[config.mk]
export PLATFORM = sky130hd
export DESIGN_NAME = fsc_datapath
export DESIGN_NICKNAME = d
export VERILOG_FILES = /design/src/hw/rtl/fsc_pkg.sv /design/src/hw/rtl/fsc_datapath.sv
export SDC_FILE = /design/constraint.sdc
export NUM_CORES = 2
export LEC_CHECK = 0
export ABC_AREA = 1
export BUFFER_PORTS_ARGS = -buffer_cell sky130_fd_sc_hd__buf_2
export CAP_MARGIN = 20
export CORE_AREA = 5 5 300 302
export DETAILED_ROUTE_END_ITERATION = 16
export DIE_AREA = 0 0 305 307
export GPL_TIMING_DRIVEN = 0
export PLACE_DENSITY = 0.63
export REMOVE_ABC_BUFFERS = 1
export SYNTH_ARGS = -nofsm -noshare
export SYNTH_HDL_FRONTEND = slang
export SYNTH_SLANG_ARGS = --single-unit
[constraint.sdc]
create_clock -name clk -period 6.91 [get_ports clk]
set_clock_uncertainty 0.2 [all_clocks]
set_input_delay 1.382 -clock clk [delete_from_list [all_inputs] [get_ports clk]]
set_output_delay 1.382 -clock clk [all_outputs]
set_load 0.01 [all_outputs]
[src/hw/rtl/fsc_pkg.sv]
// fsc_pkg: shared types and constants of the frequency stability checker
// used by fsc_ctrl, fsc_datapath and frequency_stability_checker
package fsc_pkg;

  localparam int FREQ_W   = 16;
  localparam int ROC_W    = 24;
  localparam int PROD_W   = 48;
  localparam int QUO_W    = 25;
  localparam int REM_W    = 17;
  localparam int CNT_W    = 5;

  localparam logic [CNT_W-1:0]  DIV_LAST_CNT   = CNT_W'(QUO_W - 1);
  localparam logic [QUO_W-1:0]  ROC_CLAMP_HIGH = QUO_W'(25600);
  localparam logic [QUO_W-1:0]  ROC_LOW_MAG    = QUO_W'(8388608);
  localparam logic [FREQ_W-1:0] LOW_FREQ_RESET = 16'd12544;
  localparam logic [FREQ_W-1:0] ROC_THR_RESET  = 16'd2560;

  // register index, taken from paddr[2]
  localparam logic REG_LOW_FREQ = 1'b0;
  localparam logic REG_ROC_THR  = 1'b1;

  typedef enum logic [2:0] {
    ST_IDLE,
    ST_MUL1,
    ST_MUL2,
    ST_DIV_INIT,
    ST_DIV,
    ST_FIN
  } fsc_state_t;

  typedef struct packed {
    logic load;
    logic mul1;
    logic mul2;
    logic div_init;
    logic div_step;
    logic finish;
  } fsc_cmd_t;

  typedef struct packed {
    logic div_last;
  } fsc_status_t;

endpackage

[src/hw/rtl/fsc_datapath.sv]
// fsc_datapath: multiplier, restoring divider, clamp and stability flags
// depends on fsc_pkg; sequenced by fsc_ctrl
module fsc_datapath (
  input  logic                         clk,
  input  logic                         rst,
  input  fsc_pkg::fsc_cmd_t             cmd,
  output fsc_pkg::fsc_status_t          status,
  input  logic [fsc_pkg::FREQ_W-1:0]   freq_sample,
  input  logic                         maintenance_mode,
  input  logic                         monitoring_active,
  input  logic                         loads_switched_on,
  input  logic [fsc_pkg::FREQ_W-1:0]   low_freq_threshold,
  input  logic [fsc_pkg::FREQ_W-1:0]   roc_threshold,
  output logic signed [fsc_pkg::ROC_W-1:0] roc,
  output logic                         unstable_flag,
  output logic                         shed_request,
  output logic                         timing_reset
);
  import fsc_pkg::*;

  logic [FREQ_W-1:0] prev_frequency;
  logic              unstable_state;
  logic [FREQ_W-1:0] freq;
  logic              maint, monitoring, loads;
  logic [FREQ_W-1:0] diff;
  logic [REM_W-1:0]  sum;
  logic              neg;
  logic [PROD_W-1:0] prod;
  logic [REM_W-1:0]  rem;
  logic [QUO_W-1:0]  quo;
  logic [CNT_W-1:0]  cnt;

  logic [31:0]       mul1_res;
  logic [PROD_W-1:0] mul2_res;
  logic [REM_W:0]    trial;
  logic              fits;
  logic [ROC_W-1:0]  roc_val;
  logic [ROC_W-1:0]  abs_roc;
  logic              unstable;
  logic              flag_next;

  assign mul1_res = 32'(diff) * 32'(freq);
  assign mul2_res = PROD_W'(prod[31:0]) * PROD_W'(prev_frequency);

  // one quotient bit per step
  assign trial = {rem, quo[QUO_W-1]};
  assign fits  = trial >= {1'b0, sum};

  assign status.div_last = (cnt == '0);

  always_ff @(posedge clk) begin
    if (rst) begin
      prev_frequency <= '0;
      unstable_state <= 1'b0;
    end else if (cmd.finish) begin
      prev_frequency <= freq;
      unstable_state <= flag_next;
    end
  end

  always_ff @(posedge clk) begin
    if (cmd.load) begin
      freq       <= freq_sample;
      maint      <= maintenance_mode;
      monitoring <= monitoring_active;
      loads      <= loads_switched_on;
      neg        <= freq_sample < prev_frequency;
      diff       <= (freq_sample >= prev_frequency) ? freq_sample - prev_frequency
                                                    : prev_frequency - freq_sample;
      sum        <= REM_W'(freq_sample) + REM_W'(prev_frequency);
    end
    if (cmd.mul1) prod <= PROD_W'(mul1_res);
    if (cmd.mul2) prod <= mul2_res;
    if (cmd.div_init) begin
      // dividend is prod >> 7; quotient is known to fit in QUO_W bits
      rem <= REM_W'(prod[PROD_W-1:32]);
      quo <= prod[31:7];
      cnt <= DIV_LAST_CNT;
    end
    if (cmd.div_step) begin
      rem <= fits ? REM_W'(trial - {1'b0, sum}) : trial[REM_W-1:0];
      quo <= {quo[QUO_W-2:0], fits};
      cnt <= cnt - 1'b1;
    end
    if (cmd.finish) begin
      roc           <= roc_val;
      unstable_flag <= flag_next;
      shed_request  <= unstable && !maint && !monitoring && loads;
      timing_reset  <= !unstable;
    end
  end

  // clamp and sign
  always_comb begin
    if (sum == '0) begin
      roc_val = '0;
      abs_roc = '0;
    end else if (neg) begin
      if (quo > ROC_LOW_MAG) abs_roc = ROC_LOW_MAG[ROC_W-1:0];
      else                   abs_roc = quo[ROC_W-1:0];
      roc_val = -abs_roc;
    end else begin
      if (quo > ROC_CLAMP_HIGH) abs_roc = ROC_CLAMP_HIGH[ROC_W-1:0];
      else                      abs_roc = quo[ROC_W-1:0];
      roc_val = abs_roc;
    end
  end

  assign unstable = (freq < low_freq_threshold) || (abs_roc > ROC_W'(roc_threshold));

  always_comb begin
    if (!unstable)  flag_next = 1'b0;
    else if (maint) flag_next = unstable_state;
    else            flag_next = 1'b1;
  end

endmodule

==> results.yml <==
yosys:
  synth_top_family_by_area: "adder cells"
  synth-simple-area-share_pct: 18.93
  postSynthAreaPerCell_sq_um: 7.540
  synthXorXnorAreaFrac_pct: 1.495
  syn_inst: 5130
  synth_edf_count: 174
  yosys-top-cells-area: "fa_1 (32%), edfxtp_1 (14%), nand2_1 (13%)"
  synthTopCellsByCount: "nand2_1 (1357), inv_1 (1326), fa_1 (616), ha_1 (321), nor2_1 (251)"
  synth_most_common_cell: "nand2_1"
  synthAdderAreaFrac_pct: 42.27
  yosysTopAreaCellShare_pct: 31.88
  synth-compound-area-share_pct: 7.440
  synthArstFlopShare_pct: 0
  synthMuxAreaShare_pct: 0
  yosys_most_used_dff: "edfxtp_1"
  synth_warnings: 0
  yosysSeqAreaShare_pct: 14.39
  synth_top_cell_by_area: "fa_1"
  ys_types: 55
  syn_area_sq_um: 38680
  ys_ff_latch: 191
setup_path:
  cp.required_ps: 6960
  end_kind: "register"
  crit_top_cell: "fa_1"
  path_max_fanout: 10
  r2r-end: "prod[35]$_SDFFCE_PN0P_"
  cp_data_arrival_time_ps: 6660
  r2r-start: "prod[20]$_DFFE_PP_"
  path_class: "reg2reg"
  reg2reg_depth: 25
  critPathMaxStageDelay_ps: 540
  crit_start: "prod[20]$_DFFE_PP_"
  critPathTopFamily: "adder cells"
  slowest_stage: "fa_1"
  cp.buffers_inverters: 8
  cp-start-kind: "register"
  r2r_slack_ps: 300
routing:
  vias_per_cell: 5.113
  drtAntennaViolNets: 0
  dr.pass1.iters: 6
  routedWlPerCell_um: 17.27
  drt_drc_violations_left: 0
  wl_mm: 108.9
  drt_iter0_drc: 2548
  via_count: 32228
finish:
  layout-drive-gt1-share_pct: 5.879
  fillerInstances: 8611
  nNetsFinal: 6120
  seq_area_sq_um: 5615
  multi_input_area_sq_um: 27120
  syn_to_final_growth_pct: 8.459
clocking:
  cts_tree: "done"
  clock_latency_ps: 510
  clockRootBuffer: "clkbuf_16"
  cts_max_path_buffers: 2
  hold_buffers: 0
  cts_inserted_buffers: 17
  clk_pin_slew_ps: 80
  htreeDepth: 4
  cts.sinks: 191
timing:
  hold_viol_final: 0
  max_freq_mhz: 151.3
  min_period_ps: 6608
  worst_pin_slew_ps: 1174
  rsz0062_at_grt: "no"
  slew_headroom_pct: 21.73
  period_share_pct: 95.63
  setup_viol: 0
  whs_ps: 320.8
  slew_viol_final: 0
place:
  io_buffers: 86
  place.detailed.hpwl_mm: 84.53
  gp_congestion: 0.9835
worst_hold_path:
  min_path_type: "reg2reg"
  min_from: "prev_frequency[15]$_SDFFE_PP0P_"
  min_to: "prev_frequency[15]$_SDFFE_PP0P_"
  whs_path_depth: 2
grt:
  grt_antenna_before_repair: 2
  grt_max_degree: 53
  grt_pass1_wl_mm: 175.1
  track_usage_pct: 23.27
  overflow: 0
  grt_pass1_vias: 32818
floorplan:
  initial_core_util_pct: 44.24
  core_region_area_sq_um: 87420
  io_pins: 87
  die_width_um: 305
  die_area_sq_um: 93640
  row_count: 109
  fp.dieH_um: 307
flow_run:
  drv_cap: 0
outcome:
  status: "complete, no violations"
[cell usage in the layout, fill, tap and decap left out, types with 9 or more instances in the layout]
master / synthesis / layout
nand2_1: 1357 / 1357
inv_1: 1326 / 1326
fa_1: 616 / 616
ha_1: 321 / 321
nor2_1: 251 / 251
a21oi_1: 231 / 231
o21ai_0: 189 / 187
edfxtp_1: 174 / 174
nand3_1: 115 / 115
buf_2: 12 / 86
buf_4: 7 / 81
xor2_1: 53 / 53
buf_12: 0 / 47
nand4_1: 44 / 44
nor3_1: 36 / 36
o21bai_1: 19 / 19
clkbuf_16: 0 / 17
xnor2_1: 13 / 13
o21ai_1: 11 / 13
a21boi_0: 12 / 12
dfxtp_4: 0 / 12
a21o_1: 9 / 9
a31oi_1: 9 / 9
[cell type report]
| class | instances | share of cell area [%] |
|---|---|---|
| Multi-Input combinational cell | 3363 | 64.66 |
| Antenna cell | 1 | 0.005965 |
| Clock inverter | 14 | 0.4056 |
| Timing Repair Buffer | 220 | 5.112 |
| Tap cell | 1165 | 3.475 |
| Clock buffer | 18 | 1.047 |
| Inverter | 1331 | 11.91 |
| Sequential cell | 191 | 13.39 |
[registers in the layout (all words and copies together) (netlist names)]
register and flops:
prod 48, quo 25, roc 24, rem 17
diff 16, freq 16, prev_frequency 16, sum 16
cnt 5, loads 1, maint 1, monitoring 1
neg 1, shed_request 1, timing_reset 1, unstable_flag 1
unstable_state 1
[worst max-delay path by stage]
| stage | endpoint | slack [ps] | depth (start not counted) |
|---|---|---|---|
| floorplan | prod[47]$_SDFFCE_PN0P_ | 880 | 24 |
| global placement | prod[31]$_DFFE_PP_ | -570 | 17 |
| detailed placement | prod[25]$_DFFE_PP_ | -50 | 20 |
| CTS | prod[31]$_DFFE_PP_ | 20 | 23 |
| global route | prod[31]$_DFFE_PP_ | 8 | 26 |
| finish | prod[35]$_SDFFCE_PN0P_ | 300 | 25 |
[kinds of logic (layout without fill, tap and decap cells)]
group,count (synthesis),after routing
adders and majority gates,937,937
AOI/OAI and AO/OA,524,524
DFF,191,191
xor gates and xnor gates,66,66
and+or+nand+nor,1836,1836
other,0,1
buffers and inverters,1576,1583
[what timing repair did]
| item | CTS | global route |
|---|---|---|
| setup buffers | 6 | 119 |
| endpoints found under the hold margin | 0 | 0 |
| gates resized for setup | 1 | 13 |
| cloned | 0 | 0 |
| setup endpoints to repair | 2 | 25 |
[metal layers]
metal / track usage, % / wire length [um] / vias up
li1: - / - / 15188
met1: 30.96 / 45280 / 15799
met2: 39.06 / 52070 / 1082
met3: 4.201 / 8334 / 159
met4: 7.170 / 3190 / 0
met5: 0 / 0 / -
[metrics by stage]
| stage | cells | setup TNS, ps | util, % | setup WS (ps) | cell area (sq um) |
|---|---|---|---|---|---|
| floorplan | 4885 | 0 | - | 876.2 | 37690 |
| global placement | 6136 | -8131 | 45.27 | -574.6 | 39570 |
| finish | 6303 | 0 | 47.99 | 301.9 | 41950 |
| CTS | 6180 | 0 | 46.20 | 19.01 | 40390 |
| detailed placement | 6142 | -75.07 | 45.44 | -49.86 | 39720 |
| global route | 6302 | 0 | 47.98 | 8.267 | 41950 |
[worst register-to-register path: cells and delay by family (launching register included)]
kind                     cells  cell delay (ps)
flip-flops                   1              420
adder cells (fa/ha/maj)      7             3420
AO/OA/AOI/OAI                1              160
AND/OR/NAND/NOR              9             1410
buffers and inverters        8              750
Power is left out: the tool's default activity adds up to more than one toggle a clock period on the data nets, which glitch-free logic cannot reach.
